$ cat src/sv/seml_pkg.sv
// ----------------------------------------------------------------------------
// Sobel edge magnitude package
// Shared sizes, register indexes and types of the RGB Sobel edge block.
// ----------------------------------------------------------------------------
package seml_pkg;

    localparam int MAX_WIDTH  = 1024;
    localparam int COL_W      = $clog2(MAX_WIDTH);
    localparam int WID_W      = 11;
    localparam int HGT_W      = 16;
    localparam int PIX_W      = 24;
    localparam int CFG_IDX_W  = 1;
    localparam int CFG_DATA_W = 16;
    localparam int LANES      = 3;
    localparam int MAG_W      = 8;
    localparam int OCOL_W     = 10;

    localparam logic [CFG_IDX_W-1:0] CFG_FRAME_WIDTH  = 1'd0;
    localparam logic [CFG_IDX_W-1:0] CFG_FRAME_HEIGHT = 1'd1;

    localparam logic [WID_W-1:0] RST_WIDTH  = 11'd640;
    localparam logic [HGT_W-1:0] RST_HEIGHT = 16'd480;

    typedef struct packed {
        logic [HGT_W-1:0]  row;
        logic [OCOL_W-1:0] col;
        logic              run_last;
        logic              frame_last;
    } t_meta;

    typedef struct packed {
        logic             done;
        logic [MAG_W-1:0] mag;
    } t_lane_st;

    typedef logic [8:0][7:0] t_chan_win;

endpackage

$ cat src/sv/seml_if.sv


interface seml_out_if;
    logic        valid;
    logic        ready;
    logic [7:0]  edge_red;
    logic [7:0]  edge_green;
    logic [7:0]  edge_blue;
    logic [15:0] out_row;
    logic [9:0]  out_col;
    logic        run_last;
    logic        frame_last;

    modport source (output valid, edge_red, edge_green, edge_blue, out_row, out_col,
                    run_last, frame_last, input ready);
    modport sink   (input valid, edge_red, edge_green, edge_blue, out_row, out_col,
                    run_last, frame_last, output ready);
endinterface

$ cat src/sv/seml_merge.sv
// ----------------------------------------------------------------------------
// Sobel result merge
// Joins the three lane magnitudes with the position into one output word.
// ----------------------------------------------------------------------------
module seml_merge (
    input  logic                          i_clk,
    input  logic                          i_rst_n,
    input  seml_pkg::t_lane_st [2:0]      i_lanes,
    input  seml_pkg::t_meta               i_meta,
    output logic                          o_full,
    seml_out_if.source                    o_res
);
    import seml_pkg::*;

    logic       r_valid;
    logic [7:0] r_red, r_green, r_blue;
    t_meta      r_meta;

    always_ff @(posedge i_clk) begin
        if (!i_rst_n) begin
            r_valid <= 1'b0;
        end else if (i_lanes[0].done) begin
            r_valid <= 1'b1;
        end else if (o_res.ready) begin
            r_valid <= 1'b0;
        end
    end

    always_ff @(posedge i_clk) begin
        if (i_lanes[0].done) begin
            r_red   <= i_lanes[0].mag;
            r_green <= i_lanes[1].mag;
            r_blue  <= i_lanes[2].mag;
            r_meta  <= i_meta;
        end
    end

    assign o_full           = r_valid;
    assign o_res.valid      = r_valid;
    assign o_res.edge_red   = r_red;
    assign o_res.edge_green = r_green;
    assign o_res.edge_blue  = r_blue;
    assign o_res.out_row    = r_meta.row;
    assign o_res.out_col    = r_meta.col;
    assign o_res.run_last   = r_meta.run_last;
    assign o_res.frame_last = r_meta.frame_last;
endmodule
$ cat src/flat_wrapper.sv
// flat-port wrapper written by rule: the top's interface ports become plain ports
module seml_merge_flat import seml_pkg::*;
  (i_clk, i_rst_n, i_lanes, i_meta, o_full, o_res_valid, o_res_edge_red, o_res_edge_green, o_res_edge_blue, o_res_out_row, o_res_out_col, o_res_run_last, o_res_frame_last, o_res_ready);
  seml_out_if o_res_i ();
  input  logic i_clk;
  input  logic i_rst_n;
  input  seml_pkg::t_lane_st [2:0] i_lanes;
  input  seml_pkg::t_meta i_meta;
  output logic o_full;
  output wire logic [$bits(o_res_i.valid)-1:0] o_res_valid;
  output wire logic [$bits(o_res_i.edge_red)-1:0] o_res_edge_red;
  output wire logic [$bits(o_res_i.edge_green)-1:0] o_res_edge_green;
  output wire logic [$bits(o_res_i.edge_blue)-1:0] o_res_edge_blue;
  output wire logic [$bits(o_res_i.out_row)-1:0] o_res_out_row;
  output wire logic [$bits(o_res_i.out_col)-1:0] o_res_out_col;
  output wire logic [$bits(o_res_i.run_last)-1:0] o_res_run_last;
  output wire logic [$bits(o_res_i.frame_last)-1:0] o_res_frame_last;
  input wire logic [$bits(o_res_i.ready)-1:0] o_res_ready;
  assign o_res_valid = o_res_i.valid;
  assign o_res_edge_red = o_res_i.edge_red;
  assign o_res_edge_green = o_res_i.edge_green;
  assign o_res_edge_blue = o_res_i.edge_blue;
  assign o_res_out_row = o_res_i.out_row;
  assign o_res_out_col = o_res_i.out_col;
  assign o_res_run_last = o_res_i.run_last;
  assign o_res_frame_last = o_res_i.frame_last;
  assign o_res_i.ready = o_res_ready;
  seml_merge u_core (.i_clk(i_clk), .i_rst_n(i_rst_n), .i_lanes(i_lanes), .i_meta(i_meta), .o_full(o_full), .o_res(o_res_i));
endmodule
$ cat config.mk
export PLATFORM = sky130hd
export DESIGN_NAME = seml_merge_flat
export DESIGN_NICKNAME = d
export VERILOG_FILES = /design/src/sv/seml_pkg.sv /design/src/sv/seml_if.sv /design/src/sv/seml_merge.sv /design/src/flat_wrapper.sv
export SDC_FILE = /design/constraint.sdc
export NUM_CORES = 1
export LEC_CHECK = 0
export BUFFER_PORTS_ARGS = -buffer_cell sky130_fd_sc_hd__buf_2
export CORE_ASPECT_RATIO = 0.5
export CORE_MARGIN = 5
export CORE_UTILIZATION = 36
export DETAILED_ROUTE_END_ITERATION = 6
export PLACE_DENSITY = 0.77
export SLEW_MARGIN = 20
export SYNTH_ARGS = -nofsm -noshare
export SYNTH_HDL_FRONTEND = slang
export SYNTH_SLANG_ARGS = --single-unit
$ cat constraint.sdc
create_clock -name i_clk -period 0.8 [get_ports i_clk]
set_input_delay 0.16 -clock i_clk [delete_from_list [all_inputs] [get_ports i_clk]]
set_output_delay 0.16 -clock i_clk [all_outputs]
set_load 0.01 [all_outputs]
==> flow_metrics.env, run 1 <==
export IMPL_outcome="finished with violations"
export IMPL_violations="setup timing"
export IMPL_drive_gt1_frac=0.699
export IMPL_crit_type="flop to primary output"
export IMPL_hold_start="i_meta[5]"
export IMPL_relSlewSlack=0.908
export IMPL_worstPathCellList="buf_2"
export IMPL_cp_arrival_ns=0.84
export IMPL_start_util=0.369
export IMPL_r2r_slack_ns=-0.03
export IMPL_clk_latency_ns=0.30
export IMPL_grt_pass1_vias=1102
export IMPL_area_growth_syn_to_layout_pct=51.2
export IMPL_slowest_stage="edfxtp_1"
export IMPL_r2r_start="u_core.o_full"
export IMPL_ff2ff_path_depth=3
export IMPL_dp_slack_ns=-0.0190
export IMPL_cts_root_buf="clkbuf_8"
export IMPL_avgRoutedWirePerCell_um=16.9
export IMPL_critPathBufInv=1
export IMPL_layout_nets=233
export IMPL_ant_nets=0
export IMPL_grt_pass1_wl_mm=6.02
export IMPL_clk_path_buf_depth=2
export IMPL_cpPeakStageDelay_ns=0.39
export IMPL_peakVddDrop_mv=1.06
export IMPL_crit_fanout=1
export IMPL_stdcell_area_um2=2430
export IMPL_numCtsBuffers=5
export IMPL_worst_slack_ns=-0.205
export IMPL_htreeDepth=2
export IMPL_gp_congestion=0.755
export IMPL_cts_tree="built"
export IMPL_worst_setup_path_start_kind="flop"
export IMPL_first_iter_violations=42
export IMPL_startpoint="u_core.o_res.edge_blue[5]"
export IMPL_insertedDiodeCount=0
export IMPL_rsz0062_at_grt="true"
export IMPL_fin_skew_ns=0
export IMPL_synth_area_um2=1610
export IMPL_core_area_um2=4360
export IMPL_finalSetupViolations=55
export IMPL_fin_crit_ns=1.00
export IMPL_via_count=987
export IMPL_routed_wl_mm=3.94
export IMPL_required_ns=0.64
export IMPL_p_total_w=0.00597
export IMPL_power_density_nw_per_um2=2450
export IMPL_clk_pin_slew_ns=0.09
export IMPL_whs_endpoint="u_core.o_res.out_col[3]"
export IMPL_min_path_cells=1
export IMPL_die_width_um=105
export IMPL_timing_fmax_mhz=995
export IMPL_synth_cells=56
export IMPL_dieHeight_um=57.3
export IMPL_hold_slack_ns=0.0296
export IMPL_post_route_period_util=1.26
export IMPL_io_pins=112
export IMPL_antenna_found_initial=0
export IMPL_crit_family="flip-flops"
export IMPL_synth_distinct_cells=5
export IMPL_slew_violations=0
export IMPL_hp_class="input pin to flop"
export IMPL_synth_ff_latch_count=53
export IMPL_drc=0
export IMPL_placed_cell_area_um2=2270
export IMPL_io_buffers=109
export IMPL_maxCapViolCount=0
export IMPL_hold_viol_final=0
export IMPL_syn_avg_cell_area_um2=28.8
export IMPL_grt_overflow_total=0
export IMPL_r2r_end="u_core.o_full"
export IMPL_groute_usage_overall=0.132
export IMPL_stdcell_count=233
export IMPL_synth_seq_area_share=0.982
export IMPL_clkSinkCount=53
export IMPL_yosys_warnings=0
export IMPL_synth_nets=114
export IMPL_row_count=17
export IMPL_power_leakage_nw=1.06
export IMPL_grt_max_degree=25
export IMPL_worstMarginPinSlew_ns=0.137
export IMPL_cp_end_kind="primary output"
export IMPL_vias_per_cell=4.24
export IMPL_firstDrtPassIters=4
export IMPL_dieArea_um2=5990
export IMPL_placed_cells=224
## timing repair
item | CTS | global route
endpoints found under the setup margin | 54 | 55
pin swaps | 0 | 0
hold buffers | 0 | 0
setup buffers | 1 | 0
gates resized for setup | 3 | 3
## cell type report
type,count,area [µm²]
well taps,57,71.3
repair buffers,113,623
clock buffers,5,68.8
flip-flops and latches,53,1590
multi-input cells,2,21.3
fillers,331,1930
clock inverters,3,65.1
## report_power, final
group | leakage, nW | switching, W | internal [W]
sequential | 0.518 | 0.0000522 | 0.00328
combinational | 0.472 | 0.000304 | 0.000277
clock | 0.0681 | 0.000812 | 0.00124
total | 1.06 | 0.00117 | 0.00480
## per-layer routing
layer	vias to the layer above	routed length (µm)	track usage	part of all wire
met3	12	111	0.0429	0.028
met2	23	2430	0.257	0.62
li1	459	-	-	-
met1	493	1290	0.127	0.33
met4	0	109	0.0656	0.028
met5	-	0	0	0
## flip-flops by register name (all words and copies together), names as in the netlist
signal,flops
u_core.o_full,1
u_core.o_res.out_row,16
u_core.o_res.frame_last,1
u_core.o_res.run_last,1
u_core.o_res.edge_blue,8
u_core.o_res.edge_green,8
u_core.o_res.out_col,10
u_core.o_res.edge_red,8
## how the worst max path moves through the flow
stage | to | slack, ns | depth (start not counted)
2_1_floorplan | u_core.o_full | 0.09 | 2
3_3_place_gp | u_core.o_res.edge_red[0] | -0.009 | 2
3_5_place_dp | u_core.o_res.out_col[1] | -0.02 | 2
4_1_cts | o_res_edge_green[4] | -0.22 | 1
5_1_grt | o_res_edge_green[4] | -0.25 | 1
6_report | o_res_edge_blue[5] | -0.20 | 1
## per-stage QoR
step | utilization | TNS [ns]
6_report | 0.558 | -9.20
5_1_grt | 0.558 | -11.80
4_1_cts | 0.556 | -10.02
3_5_place_dp | 0.520 | -0.659
3_3_place_gp | 0.520 | -0.307
2_1_floorplan | - | 0
## cells in the final DEF, fill, tap and decap left out, drive strengths merged
| master | synthesis | routed |
|---|---|---|
| nor2b | 1 | 1 |
| dfxtp | 1 | 1 |
| buf | 1 | 113 |
| o21a | 1 | 1 |
| clkinv | 0 | 1 |
| edfxtp | 52 | 52 |
| bufinv | 0 | 2 |
| clkbuf | 0 | 5 |
## cell families (layout without fill, tap and decap cells)
kind of cell,Yosys count,count (layout),share of synthesized area
buf+inv,1,121,0.00466
simple gates,1,1,0.00855
flops,53,53,0.982
compound gates,1,1,0.00466
## cells in the mapped netlist (all sizes together)
master | number | area (µm²)
dfxtp | 1 | 20.0
buf | 1 | 7.51
o21a | 1 | 7.51
nor2b | 1 | 13.8
edfxtp | 52 | 1560
No activity file was read; power rests on OpenSTA's default activity.
==> run 2, diff against run 1 <==
--- a/config.mk
+++ b/config.mk
@@ -10,7 +10,8 @@
 export CORE_MARGIN = 5
 export CORE_UTILIZATION = 36
 export DETAILED_ROUTE_END_ITERATION = 6
-export PLACE_DENSITY = 0.77
+export PLACE_DENSITY = 0.73
+export RECOVER_POWER = 25
 export SLEW_MARGIN = 20
 export SYNTH_ARGS = -nofsm -noshare
 export SYNTH_HDL_FRONTEND = slang
==> run 2 against run 1 <==
  * The flow still finishes with violations (setup timing)
  * Fmax increased by 0.95%
  * Via count is 1.8% lower
  * Register-to-register slack improved by 0.12 ns
  * Clock power is 33% lower
  * Largest power group unchanged
==> flow_metrics.env, run 2 (synthesized netlist as in run 1, its figures left out) <==
export IMPL_maxCapViolCount=0
export IMPL_grt_max_degree=33
export IMPL_drc=0
export IMPL_first_iter_violations=51
export IMPL_worst_slack_ns=-0.195
export IMPL_ant_nets=0
export IMPL_relSlewSlack=0.884
export IMPL_hp_class="input pin to flop"
export IMPL_largest_register_ffs=16
export IMPL_rsz0062_at_grt="true"
export IMPL_timing_fmax_mhz=1000
export IMPL_startpoint="u_core.o_res.out_col[6]"
export IMPL_clkSinkCount=53
export IMPL_peakVddDrop_mv=0.744
export IMPL_area_growth_syn_to_layout_pct=46.0
export IMPL_worstMarginPinSlew_ns=0.174
export IMPL_grt_pass1_wl_mm=5.36
export IMPL_numCtsBuffers=5
export IMPL_slew_violations=0
export IMPL_gp_congestion=0.696
export IMPL_power_density_nw_per_um2=2240
export IMPL_violations="setup timing"
export IMPL_stdcell_area_um2=2350
export IMPL_cpPeakStageDelay_ns=0.39
export IMPL_placed_cell_area_um2=2250
export IMPL_firstDrtPassIters=4
export IMPL_r2r_start="u_core.o_full"
export IMPL_cts_tree="built"
export IMPL_clk_pin_slew_ns=0.09
export IMPL_vias_per_cell=4.18
export IMPL_worst_setup_path_start_kind="flop"
export IMPL_fin_skew_ns=0
export IMPL_post_cts_buffers=0
export IMPL_die_width_um=105
export IMPL_critPathBufInv=1
export IMPL_drive_gt1_frac=0.691
export IMPL_outcome="finished with violations"
export IMPL_fin_util=0.539
export IMPL_io_pins=112
export IMPL_start_util=0.369
export IMPL_routed_wl_mm=3.70
export IMPL_clk_latency_ns=0.28
export IMPL_via_count=969
export IMPL_dieArea_um2=5990
export IMPL_final_common_cell="buf_2"
export IMPL_htreeDepth=2
export IMPL_slowest_stage="edfxtp_1"
export IMPL_fin_crit_ns=0.995
export IMPL_io_buffers=109
export IMPL_layout_common_cells="buf_2, edfxtp_1, clkbuf_8"
export IMPL_layout_nets=232
export IMPL_hold_viol_final=0
export IMPL_antenna_found_initial=0
export IMPL_required_ns=0.64
export IMPL_power_leakage_nw=1.02
export IMPL_post_route_period_util=1.24
export IMPL_cp_end_kind="primary output"
export IMPL_cp_arrival_ns=0.84
export IMPL_ctsHoldBuffers=0
export IMPL_row_count=17
export IMPL_dp_slack_ns=-0.0164
export IMPL_insertedDiodeCount=0
export IMPL_grt_overflow_total=0
export IMPL_dieHeight_um=57.3
export IMPL_crit_fanout=1
export IMPL_avgRoutedWirePerCell_um=16.0
export IMPL_core_area_um2=4360
export IMPL_finalSetupViolations=54
export IMPL_cts_root_buf="clkbuf_8"
export IMPL_crit_family="flip-flops"
export IMPL_hold_start="i_lanes[25]"
export IMPL_groute_usage_overall=0.117
export IMPL_worstPathCellList="buf_2"
export IMPL_crit_type="flop to primary output"
export IMPL_grt_pass1_vias=987
export IMPL_clk_path_buf_depth=2
-- run 2: cell count changes in the layout (fill, tap and decap cells not counted) --
cell       before  now
buf_12          2    1
buf_2         106  107
buf_4           1    2
buf_6           4    2
bufinv_16       2    0
clkbuf_1        0    1
clkinv_2        1    2
dfxtp_2         0    1
dfxtp_4         1    0
-- run 2: power breakdown --
part	leakage, nW	internal [W]	switching, W
Combinational	0.460	0.000261	0.000296
Clock	0.0450	0.000608	0.000770
Sequential	0.518	0.00329	0.0000485
-- run 2: layer usage --
layer / up-vias / track usage / share of wire
li1: 456 / - / -
met1: 488 / 0.109 / 0.32
met2: 17 / 0.239 / 0.63
met3: 8 / 0.0328 / 0.024
met4: 0 / 0.0510 / 0.025
met5: - / 0 / 0
-- run 2: area by class of cell --
cell class | instances | area, µm²
fillers | 334 | 2010
flip-flops and latches | 53 | 1580
repair buffers | 112 | 593
clock buffers | 6 | 72.6
well taps | 57 | 71.3
multi-input cells | 2 | 21.3
clock inverters | 2 | 10.0
-- run 2: stage by stage --
| stage | power (W) | instances | hold WS [ns] | setup TNS (ns) |
|---|---|---|---|---|
| finish | 0.00527 | 232 | 0.0407 | -8.45 |
| global route | 0.00549 | 232 | 0.0184 | -10.79 |
| CTS | 0.00531 | 232 | 0.0325 | -9.18 |
| detailed placement | 0.00396 | 224 | 0.338 | -0.693 |
| global placement | 0.00393 | 224 | 0.338 | -0.220 |
| floorplan | 0.00354 | 56 | 0.259 | 0 |
-- run 2: final timing paths --
kind,end,slack [ns],cells past startpoint
setup reg to reg,u_core.o_full,0.09,2
hold / removal,u_core.o_res.edge_blue[7],0.04,1
hold reg to reg,u_core.o_full,0.62,2
setup / recovery,o_res_out_col[6],-0.20,1
-- run 2: timing repair --
action / CTS / global route
cloned: 0 / 0
resized for setup: 3 / 0
endpoints found under the setup margin: 54 / 54
