==> src/sv/seml_pkg.sv <==
// ----------------------------------------------------------------------------
// Sobel edge magnitude package
// Shared sizes, register indexes and types of the RGB Sobel edge block.
// ----------------------------------------------------------------------------
package seml_pkg;

    localparam int MAX_WIDTH  = 1024;
    localparam int COL_W      = $clog2(MAX_WIDTH);
    localparam int WID_W      = 11;
    localparam int HGT_W      = 16;
    localparam int PIX_W      = 24;
    localparam int CFG_IDX_W  = 1;
    localparam int CFG_DATA_W = 16;
    localparam int LANES      = 3;
    localparam int MAG_W      = 8;
    localparam int OCOL_W     = 10;

    localparam logic [CFG_IDX_W-1:0] CFG_FRAME_WIDTH  = 1'd0;
    localparam logic [CFG_IDX_W-1:0] CFG_FRAME_HEIGHT = 1'd1;

    localparam logic [WID_W-1:0] RST_WIDTH  = 11'd640;
    localparam logic [HGT_W-1:0] RST_HEIGHT = 16'd480;

    typedef struct packed {
        logic [HGT_W-1:0]  row;
        logic [OCOL_W-1:0] col;
        logic              run_last;
        logic              frame_last;
    } t_meta;

    typedef struct packed {
        logic             done;
        logic [MAG_W-1:0] mag;
    } t_lane_st;

    typedef logic [8:0][7:0] t_chan_win;

endpackage

==> src/sv/seml_lane.sv <==
// ----------------------------------------------------------------------------
// Sobel lane
// Gradient sums, squares and a rounded integer square root for one channel.
// ----------------------------------------------------------------------------
module seml_lane (
    input  logic               i_clk,
    input  logic               i_rst_n,
    input  logic               i_start,
    input  seml_pkg::t_chan_win i_win,
    output seml_pkg::t_lane_st  o_st
);
    import seml_pkg::*;

    localparam logic [2:0] L_IDLE = 3'd0;
    localparam logic [2:0] L_SQ   = 3'd1;
    localparam logic [2:0] L_SUM  = 3'd2;
    localparam logic [2:0] L_ROOT = 3'd3;
    localparam logic [2:0] L_FIX  = 3'd4;

    logic [2:0]         r_phase;
    logic               r_done;
    logic [MAG_W-1:0]   r_mag;
    logic signed [10:0] r_gx;
    logic signed [10:0] r_gy;
    logic [19:0]        r_sx;
    logic [19:0]        r_sy;
    logic [20:0]        r_s;
    logic [11:0]        r_n;
    logic [3:0]         r_bit;

    logic [10:0]        px, qx, py, qy;
    logic signed [21:0] sq_x, sq_y;
    logic [11:0]        t;
    logic [23:0]        tt;
    logic [24:0]        nn;
    logic [12:0]        n1;

    always_comb begin
        px   = 11'(i_win[2]) + {2'b0, i_win[5], 1'b0} + 11'(i_win[8]);
        qx   = 11'(i_win[0]) + {2'b0, i_win[3], 1'b0} + 11'(i_win[6]);
        py   = 11'(i_win[6]) + {2'b0, i_win[7], 1'b0} + 11'(i_win[8]);
        qy   = 11'(i_win[0]) + {2'b0, i_win[1], 1'b0} + 11'(i_win[2]);
        sq_x = r_gx * r_gx;
        sq_y = r_gy * r_gy;
        t    = r_n | (12'd1 << r_bit);
        tt   = t * t;
        nn   = 25'(r_n * r_n) + 25'(r_n);
        n1   = ({4'b0, r_s} > nn) ? 13'(r_n) + 13'd1 : 13'(r_n);
    end

    always_ff @(posedge i_clk) begin
        if (!i_rst_n) begin
            r_phase <= L_IDLE;
            r_done  <= 1'b0;
        end else begin
            r_done <= 1'b0;
            unique case (r_phase)
                L_IDLE: begin
                    if (i_start) begin
                        r_gx    <= $signed(px - qx);
                        r_gy    <= $signed(py - qy);
                        r_phase <= L_SQ;
                    end
                end
                L_SQ: begin
                    r_sx    <= sq_x[19:0];
                    r_sy    <= sq_y[19:0];
                    r_phase <= L_SUM;
                end
                L_SUM: begin
                    r_s     <= 21'(r_sx) + 21'(r_sy);
                    r_n     <= '0;
                    r_bit   <= 4'd11;
                    r_phase <= L_ROOT;
                end
                L_ROOT: begin
                    if (tt <= {3'b0, r_s}) begin
                        r_n <= t;
                    end
                    if (r_bit == 4'd0) begin
                        r_phase <= L_FIX;
                    end else begin
                        r_bit <= r_bit - 4'd1;
                    end
                end
                L_FIX: begin
                    r_mag   <= (n1 > 13'd255) ? 8'd255 : n1[7:0];
                    r_done  <= 1'b1;
                    r_phase <= L_IDLE;
                end
                default: r_phase <= L_IDLE;
            endcase
        end
    end

    assign o_st.done = r_done;
    assign o_st.mag  = r_mag;
endmodule

==> config.mk <==
export PLATFORM = sky130hd
export DESIGN_NAME = seml_lane
export DESIGN_NICKNAME = d
export VERILOG_FILES = /design/src/sv/seml_pkg.sv /design/src/sv/seml_lane.sv
export SDC_FILE = /design/constraint.sdc
export NUM_CORES = 1
export LEC_CHECK = 0
export BUFFER_PORTS_ARGS = -buffer_cell sky130_fd_sc_hd__buf_2
export CAP_MARGIN = 20
export CORE_MARGIN = 4
export CORE_UTILIZATION = 60
export CTS_BUF_LIST = sky130_fd_sc_hd__clkbuf_2
export DETAILED_ROUTE_END_ITERATION = 10
export HOLD_SLACK_MARGIN = 0.15
export PLACE_DENSITY = 0.82
export SYNTH_ARGS = -nofsm -noshare
export SYNTH_HDL_FRONTEND = slang
export SYNTH_SLANG_ARGS = --single-unit
==> constraint.sdc <==
create_clock -name i_clk -period 18.8 [get_ports i_clk]
set_input_delay 3.76 -clock i_clk [delete_from_list [all_inputs] [get_ports i_clk]]
set_output_delay 3.76 -clock i_clk [all_outputs]
set_load 0.03 [all_outputs]
==> results of run 1 <==
==> sequential cells by signal, indices dropped and copies added (netlist names) <==
signal,flops
r_n,12
r_sx,19
r_phase,3
r_mag,8
r_gx,11
r_s,21
r_done,1
r_sy,19
r_bit,4
r_gy,11
==> metrics by stage <==
| step | utilization, % | hold slack, ps | worst slack (ps) |
|---|---|---|---|
| after floorplan | - | 463 | 10830 |
| after global placement | 63.2 | 526 | 9400 |
| after detailed placement | 63.2 | 529 | 9580 |
| after CTS | 63.5 | 590 | 9560 |
| after global routing | 63.6 | 631 | 8850 |
| final | 63.6 | 578 | 9360 |
==> kinds of logic (layout without fill, tap and decap cells) <==
group,count (synthesis),in the layout
fa+ha+maj,716,716
buf+inv,715,764
simple gates,571,571
compound gates,265,265
xor+xnor,113,113
flops,109,109
mux,4,4
other cells,0,1
==> placed cells by master (no fill, tap or decap), types with 26 or more instances in the layout <==
cell type	Yosys	routed
xnor2_1	80	80
a21oi_1	73	73
nor2_1	155	155
o21ai_0	47	47
buf_2	1	75
and2_1	87	87
nand2_1	157	157
inv_1	656	656
a21o_1	35	35
nor2b_1	26	26
edfxtp_1	105	105
ha_1	293	293
fa_1	423	423
xor2_1	33	33
==> critical path: cells and delay by family, from the launching register on <==
kind	cells	cell delay, ps
adders and majority gates	7	3270
AOI/OAI and AO/OA	11	2330
buffers and inverters	9	1560
and+or+nand+nor	5	970
DFF	1	810
xor gates and xnor gates	1	250
==> layout make-up <==
| cell class | count | share of cell area [%] |
|---|---|---|
| antenna | 1 | 0.0101 |
| clock buffer | 9 | 0.182 |
| clock inverter | 7 | 0.360 |
| inverter | 665 | 10.1 |
| multi-input combinational | 1669 | 71.8 |
| sequential | 109 | 13.1 |
| tap | 518 | 2.62 |
| timing repair buffer | 83 | 1.84 |
==> worst max path at each step <==
stage / start / slack, ps / end
detailed placement: r_n[5]$_SDFFCE_PN0P_ / 9580 / r_n[6]$_SDFFCE_PN0P_
global placement: r_n[5]$_SDFFCE_PN0P_ / 9400 / r_n[4]$_SDFFCE_PN0P_
floorplan: r_n[5]$_SDFFCE_PN0P_ / 10830 / r_n[0]$_SDFFCE_PN0P_
CTS: r_n[5]$_SDFFCE_PN0P_ / 9560 / r_n[6]$_SDFFCE_PN0P_
finish: r_n[5]$_SDFFCE_PN0P_ / 9360 / r_n[6]$_SDFFCE_PN0P_
global route: r_n[5]$_SDFFCE_PN0P_ / 8850 / r_n[2]$_SDFFCE_PN0P_
==> metal layers <==
metal / part of all wire (%) / up-vias / wire length [um] / global-route usage, %
li1: - / 7810 / - / -
met1: 39 / 8353 / 19500 / 30.3
met2: 53 / 534 / 26300 / 45.2
met3: 5.1 / 126 / 2570 / 3.25
met4: 3.2 / 2 / 1600 / 8.10
met5: 0.014 / - / 7 / 0
==> metrics, run 1 <==
Clock transition at path regs=290 ps; site row count=72; Yosys warnings=0; endpoints failing hold=0; Worst Path Arrival=9830 ps; MaxCap Viol Count=0; Setup Skew=44.0 ps; cell count after synthesis=2,493; Die ar.=42,700 um^2; Startpoint Class=flip-flop; setup repair after global routing missed its margin=false; antenna violations before repair=1; CTS tree=done; clock latency on the worst-skew pair=660 ps; Synth Area in Simple Gates=11.8%; FF+latch area=3230 um^2; Syn Nets=3,284; clk sinks=109; Crit Reg-Reg Startpoint=r_n[5]$_SDFFCE_PN0P_; fillers=3,134; Routed WL=50,000 um; DRT iter0 DRCs=1,121; critical path fanouts, max=11; Yosys top cell area share=35.8%; Area growth syn-to-layout=4.40%; internal reg-to-reg setup slack=9360 ps; drt via density=5.50; critical path type=reg -> reg; Wirelength per Cell=16.3 um; most frequent cell after synthesis=inv_1; Die Height=207 um; synthesized area per cell=9.49 um^2; mapped cell area=23,700 um^2; top area cells in the synthesized netlist=fa_1, ha_1, edfxtp_1; Fmax=106 MHz; pin count of the biggest net entering global routing=39; Main synth FF type=edfxtp_1; Worst Max-Slew Pin Slew=906 ps; H-tree depth=3; area of the multi-input gates=17,700 um^2; fin cells=3,061; critical path's largest stage delay=810 ps; DP HPWL=42,700 um; Num CTS Buffers=9; routability-driven placement congestion ratio=0.976; number of synthesized flops with an enable pin=105; Adder-Cell Fraction of Synth Area=51.3%; status=finished, final reports clean; Initial Util=60.9%; relative slew slack=39.6%; Required @ worst endpoint=19,190 ps; post-CTS sizing=0; Worst Min Path Start=r_sy[0]$_DFFE_PP_; global route overflow=0; Yosys top cell by area=fa_1; synth unique cells=69; mux share of post-synthesis cell area=0.190%; post-route ant nets=0; #FFs+latches synth=109; min-delay worst type=reg -> reg; drt drc=0; Layout Nets=3,328; Synth Area in Compound Gates=7.49%; Post-Place Cell Area=24,500 um^2; main combinational cell family by area after synthesis=adder cells; ratio of cells with drive above 1 in the final layout=5.27%; sequential element share of the synthesized area=13.7%; fin area=24,700 um^2; post-synthesis xor/xnor area fraction=4.18%; Boundary Pins=84; setup_tns=0 ps; first-pass GRT wire length=85,400 um; drt first pass iters=5; hold path depth=1; Crit-path slowest cell=edfxtp_1; Placed Instances=3,043; total global routing track utilization=24.7%; clk root buf=clkbuf_2; Critical R2R Capture=r_n[6]$_SDFFCE_PN0P_; min Tclk post-route=9440 ps; PortBufs=75; max-slew violations=0; worst-case reg-to-reg path depth=33; post-CTS setup buffers=0; fraction of registers with async set/reset=0%; DR vias=16,800; core area=38,800 um^2; vias in the first global route=18,400; Hold-fix buffers, CTS=0; Most common cell on crit path=inv_1; final setup vio count=0; Final Cycle Share=50.2%; CP endpoint kind=flip-flop; Hold Crit Endpoint=r_s[0]$_DFFE_PP_; commonest cells in the netlist=inv_1, fa_1, ha_1; clock buffer depth=2; Horiz. Die Dim=207 um
Power of run 1 is not shown: default switching activity piles up to over one toggle a cycle in this logic, so the estimate is an artifact.
==> run 2: changes to the inputs <==
--- a/config.mk
+++ b/config.mk
@@ -5,6 +5,7 @@
 export SDC_FILE = /design/constraint.sdc
 export NUM_CORES = 1
 export LEC_CHECK = 0
+export ABC_AREA = 1
 export BUFFER_PORTS_ARGS = -buffer_cell sky130_fd_sc_hd__buf_2
 export CAP_MARGIN = 20
 export CORE_MARGIN = 4
@@ -12,7 +13,7 @@
 export CTS_BUF_LIST = sky130_fd_sc_hd__clkbuf_2
 export DETAILED_ROUTE_END_ITERATION = 10
 export HOLD_SLACK_MARGIN = 0.15
-export PLACE_DENSITY = 0.82
+export PLACE_DENSITY = 0.81
 export SYNTH_ARGS = -nofsm -noshare
 export SYNTH_HDL_FRONTEND = slang
 export SYNTH_SLANG_ARGS = --single-unit
==> constraint.sdc (replaced) <==
create_clock -name i_clk -period 9.25 [get_ports i_clk]
set_input_delay 1.85 -clock i_clk [delete_from_list [all_inputs] [get_ports i_clk]]
set_output_delay 1.85 -clock i_clk [all_outputs]
set_load 0.03 [all_outputs]
==> metrics, run 2 <==
Setup Skew=39.5 ps (-4.49 ps); post-route ant nets=0 (unchanged); Area growth syn-to-layout=4.17%; Yosys top cell by area=fa_1; pin count of the biggest net entering global routing=39 (unchanged); post-CTS setup buffers=0 (unchanged); DP HPWL=44,400 um (+3.9%); Syn Nets=3,665 (+12%); Fmax=125 MHz (+18%); crit path launch=r_n[9]$_SDFFCE_PN0P_; sequential element share of the synthesized area=13.2% (-0.44 points); max reg flops=21 (unchanged); commonest cells in the netlist=inv_1, nand2_1, fa_1; Die ar.=44,000 um^2 (+3.2%); DRT iter0 DRCs=1,194 (+6.5%); vias in the first global route=19,800 (+7.9%); Startpoint Class=flip-flop; Synth Area in Compound Gates=4.92% (-2.6 points); Final Cycle Share=86.8% (+37 points); Initial Util=61.1% (+0.17 points); drt via density=5.21 (-5.1%); min-delay worst type=reg -> reg; setup repair after global routing missed its margin=false; area of the multi-input gates=17,700 um^2 (-0.32%); endpoints failing hold=0 (unchanged); Main synth FF type=edfxtp_1; drt first pass iters=5 (unchanged); critical path type=reg -> reg; #FFs+latches synth=109 (unchanged); most frequent cell after synthesis=inv_1; Critical R2R Capture=r_n[3]$_SDFFCE_PN0P_; most common cell after layout, fill and taps aside=inv_1; Reg with most FFs=r_s; Synth Area in Simple Gates=12.7% (+0.93 points); relative slew slack=48.9% (+9.3 points); worst-case reg-to-reg path depth=29 (-12%); site row count=73 (+1.4%); clock latency on the worst-skew pair=670 ps (about the same); Clock transition at path regs=290 ps (about the same); post-CTS sizing=0 (unchanged); mux share of post-synthesis cell area=0% (-0.19 points); synth unique cells=44 (-36%); Most common cell on crit path=inv_1; DR vias=18,000 (+6.7%); Yosys warnings=0 (unchanged); drt drc=0 (unchanged); global route overflow=0 (unchanged); main combinational cell family by area after synthesis=adder cells; Num CTS Buffers=9 (unchanged); total global routing track utilization=24.4% (-0.31 points); most frequent cells in the layout=inv_1, nand2_1, fa_1, ha_1, a21oi_1; fraction of registers with async set/reset=0% (unchanged); FF+latch area=3230 um^2 (unchanged); Adder-Cell Fraction of Synth Area=49.6% (-1.7 points); Horiz. Die Dim=210 um (+1.6%); CP endpoint=r_n[3]$_SDFFCE_PN0P_; Crit-path slowest cell=edfxtp_1; post-synthesis xor/xnor area fraction=4.98% (+0.80 points); H-tree depth=3 (unchanged); Boundary Pins=84 (unchanged); MaxCap Viol Count=0 (unchanged); hold path depth=2 (+1); status=finished, final reports clean; synthesized area per cell=8.50 um^2 (-10%); Worst Max-Slew Pin Slew=765 ps (-141 ps); Worst Path Arrival=8440 ps (-1390 ps); CTS tree=done; antenna violations before repair=1 (unchanged); final setup vio count=0 (unchanged); Die Height=210 um (+1.6%); max-slew violations=0 (unchanged); Yosys top cell area share=34.6% (-1.2 points); Wirelength per Cell=14.8 um (-9.2%); top area cells in the synthesized netlist=fa_1, ha_1, inv_1; Required @ worst endpoint=9660 ps (-9530 ps); first-pass GRT wire length=89,300 um (+4.7%); Hold-fix buffers, CTS=0 (unchanged); cell count after synthesis=2,874 (+15%); min Tclk post-route=8030 ps (-1410 ps); mapped cell area=24,400 um^2 (+3.3%); Crit Reg-Reg Startpoint=r_n[9]$_SDFFCE_PN0P_; PortBufs=75 (unchanged); Layout Nets=3,703 (+11%); CP endpoint kind=flip-flop; setup_tns=0 ps (unchanged); clock buffer depth=2 (unchanged); critical path's largest stage delay=730 ps (-80 ps); clk root buf=clkbuf_2; Routed WL=51,100 um (+2.1%); clk sinks=109 (unchanged); critical path fanouts, max=16 (+5); top flop regs=r_s x21, r_sx x19, r_sy x19; fillers=3,261 (+4.1%); routability-driven placement congestion ratio=0.917 (-6.0%); ratio of cells with drive above 1 in the final layout=4.84% (-0.44 points); core area=40,000 um^2 (+3.0%); internal reg-to-reg setup slack=1220 ps (-8140 ps); number of synthesized flops with an enable pin=105 (unchanged)
-- run 2: changes by cell type after synthesis, sizes merged, moves of 26 or more --
cell	previous run	this run
a21o	35	9
and2	87	0
nor2b	26	0
nor2	155	110
a21oi	76	115
inv	658	885
xor2	33	81
nand3	19	65
nand2	157	526
-- run 2: cell type report --
| class | count | share of cell area (%) |
|---|---|---|
| Antenna cell | 1 | 0.00983 |
| Clock buffer | 9 | 0.177 |
| Clock inverter | 6 | 0.310 |
| Inverter | 886 | 13.1 |
| Multi-Input combinational cell | 1823 | 69.4 |
| Sequential cell | 109 | 12.7 |
| Tap cell | 525 | 2.58 |
| Timing Repair Buffer | 83 | 1.76 |
-- run 2: worst min-delay path by stage --
| stage | startpoint | end |
|---|---|---|
| global route | r_phase[2]$_SDFFE_PN0P_ | r_done$_SDFF_PN0_ |
| finish | r_phase[2]$_SDFFE_PN0P_ | r_done$_SDFF_PN0_ |
| floorplan | r_gy[0]$_DFFE_PP_ | r_sy[0]$_DFFE_PP_ |
| global placement | r_phase[2]$_SDFFE_PN0P_ | r_done$_SDFF_PN0_ |
| detailed placement | r_phase[2]$_SDFFE_PN0P_ | r_done$_SDFF_PN0_ |
| CTS | r_phase[2]$_SDFFE_PN0P_ | r_done$_SDFF_PN0_ |
-- run 2: kinds of logic (layout without fill, tap and decap cells) --
family	Yosys count	after routing
buf+inv	942	984
simple gates	753	753
fa+ha+maj	716	716
compound gates	215	215
xor+xnor	139	139
flops	109	109
other cells	0	1
-- run 2: layer usage --
layer	vias to the layer above	part of all wire [%]	global-route usage, %
met5	-	0	0
met4	0	3.4	8.21
met3	127	5.5	3.06
met2	573	52	44.9
met1	8684	39	29.5
li1	8566	-	-
-- run 2: critical path, delay by kind of cell, from the launching register on --
family	cells	cell delay, ps
xor gates and xnor gates	1	230
buffers and inverters	8	980
adders and majority gates	7	3270
AOI/OAI and AO/OA	5	930
and+or+nand+nor	8	1620
DFF	1	730
-- run 2: through the flow --
| step | instances | worst slack (ps) | utilization (%) | hold WS, ps | area [um^2] |
|---|---|---|---|---|---|
| 2_1_floorplan | 2874 | 1880 | - | 448 | 24400 |
| 3_3_place_gp | 3425 | 1520 | 63.3 | 528 | 25300 |
| 3_5_place_dp | 3425 | 1360 | 63.3 | 547 | 25300 |
| 4_1_cts | 3440 | 1290 | 63.6 | 576 | 25400 |
| 5_1_grt | 3442 | 692 | 63.6 | 611 | 25500 |
| 6_report | 3442 | 1220 | 63.6 | 575 | 25500 |
Power of run 2 is left out for the same reason.
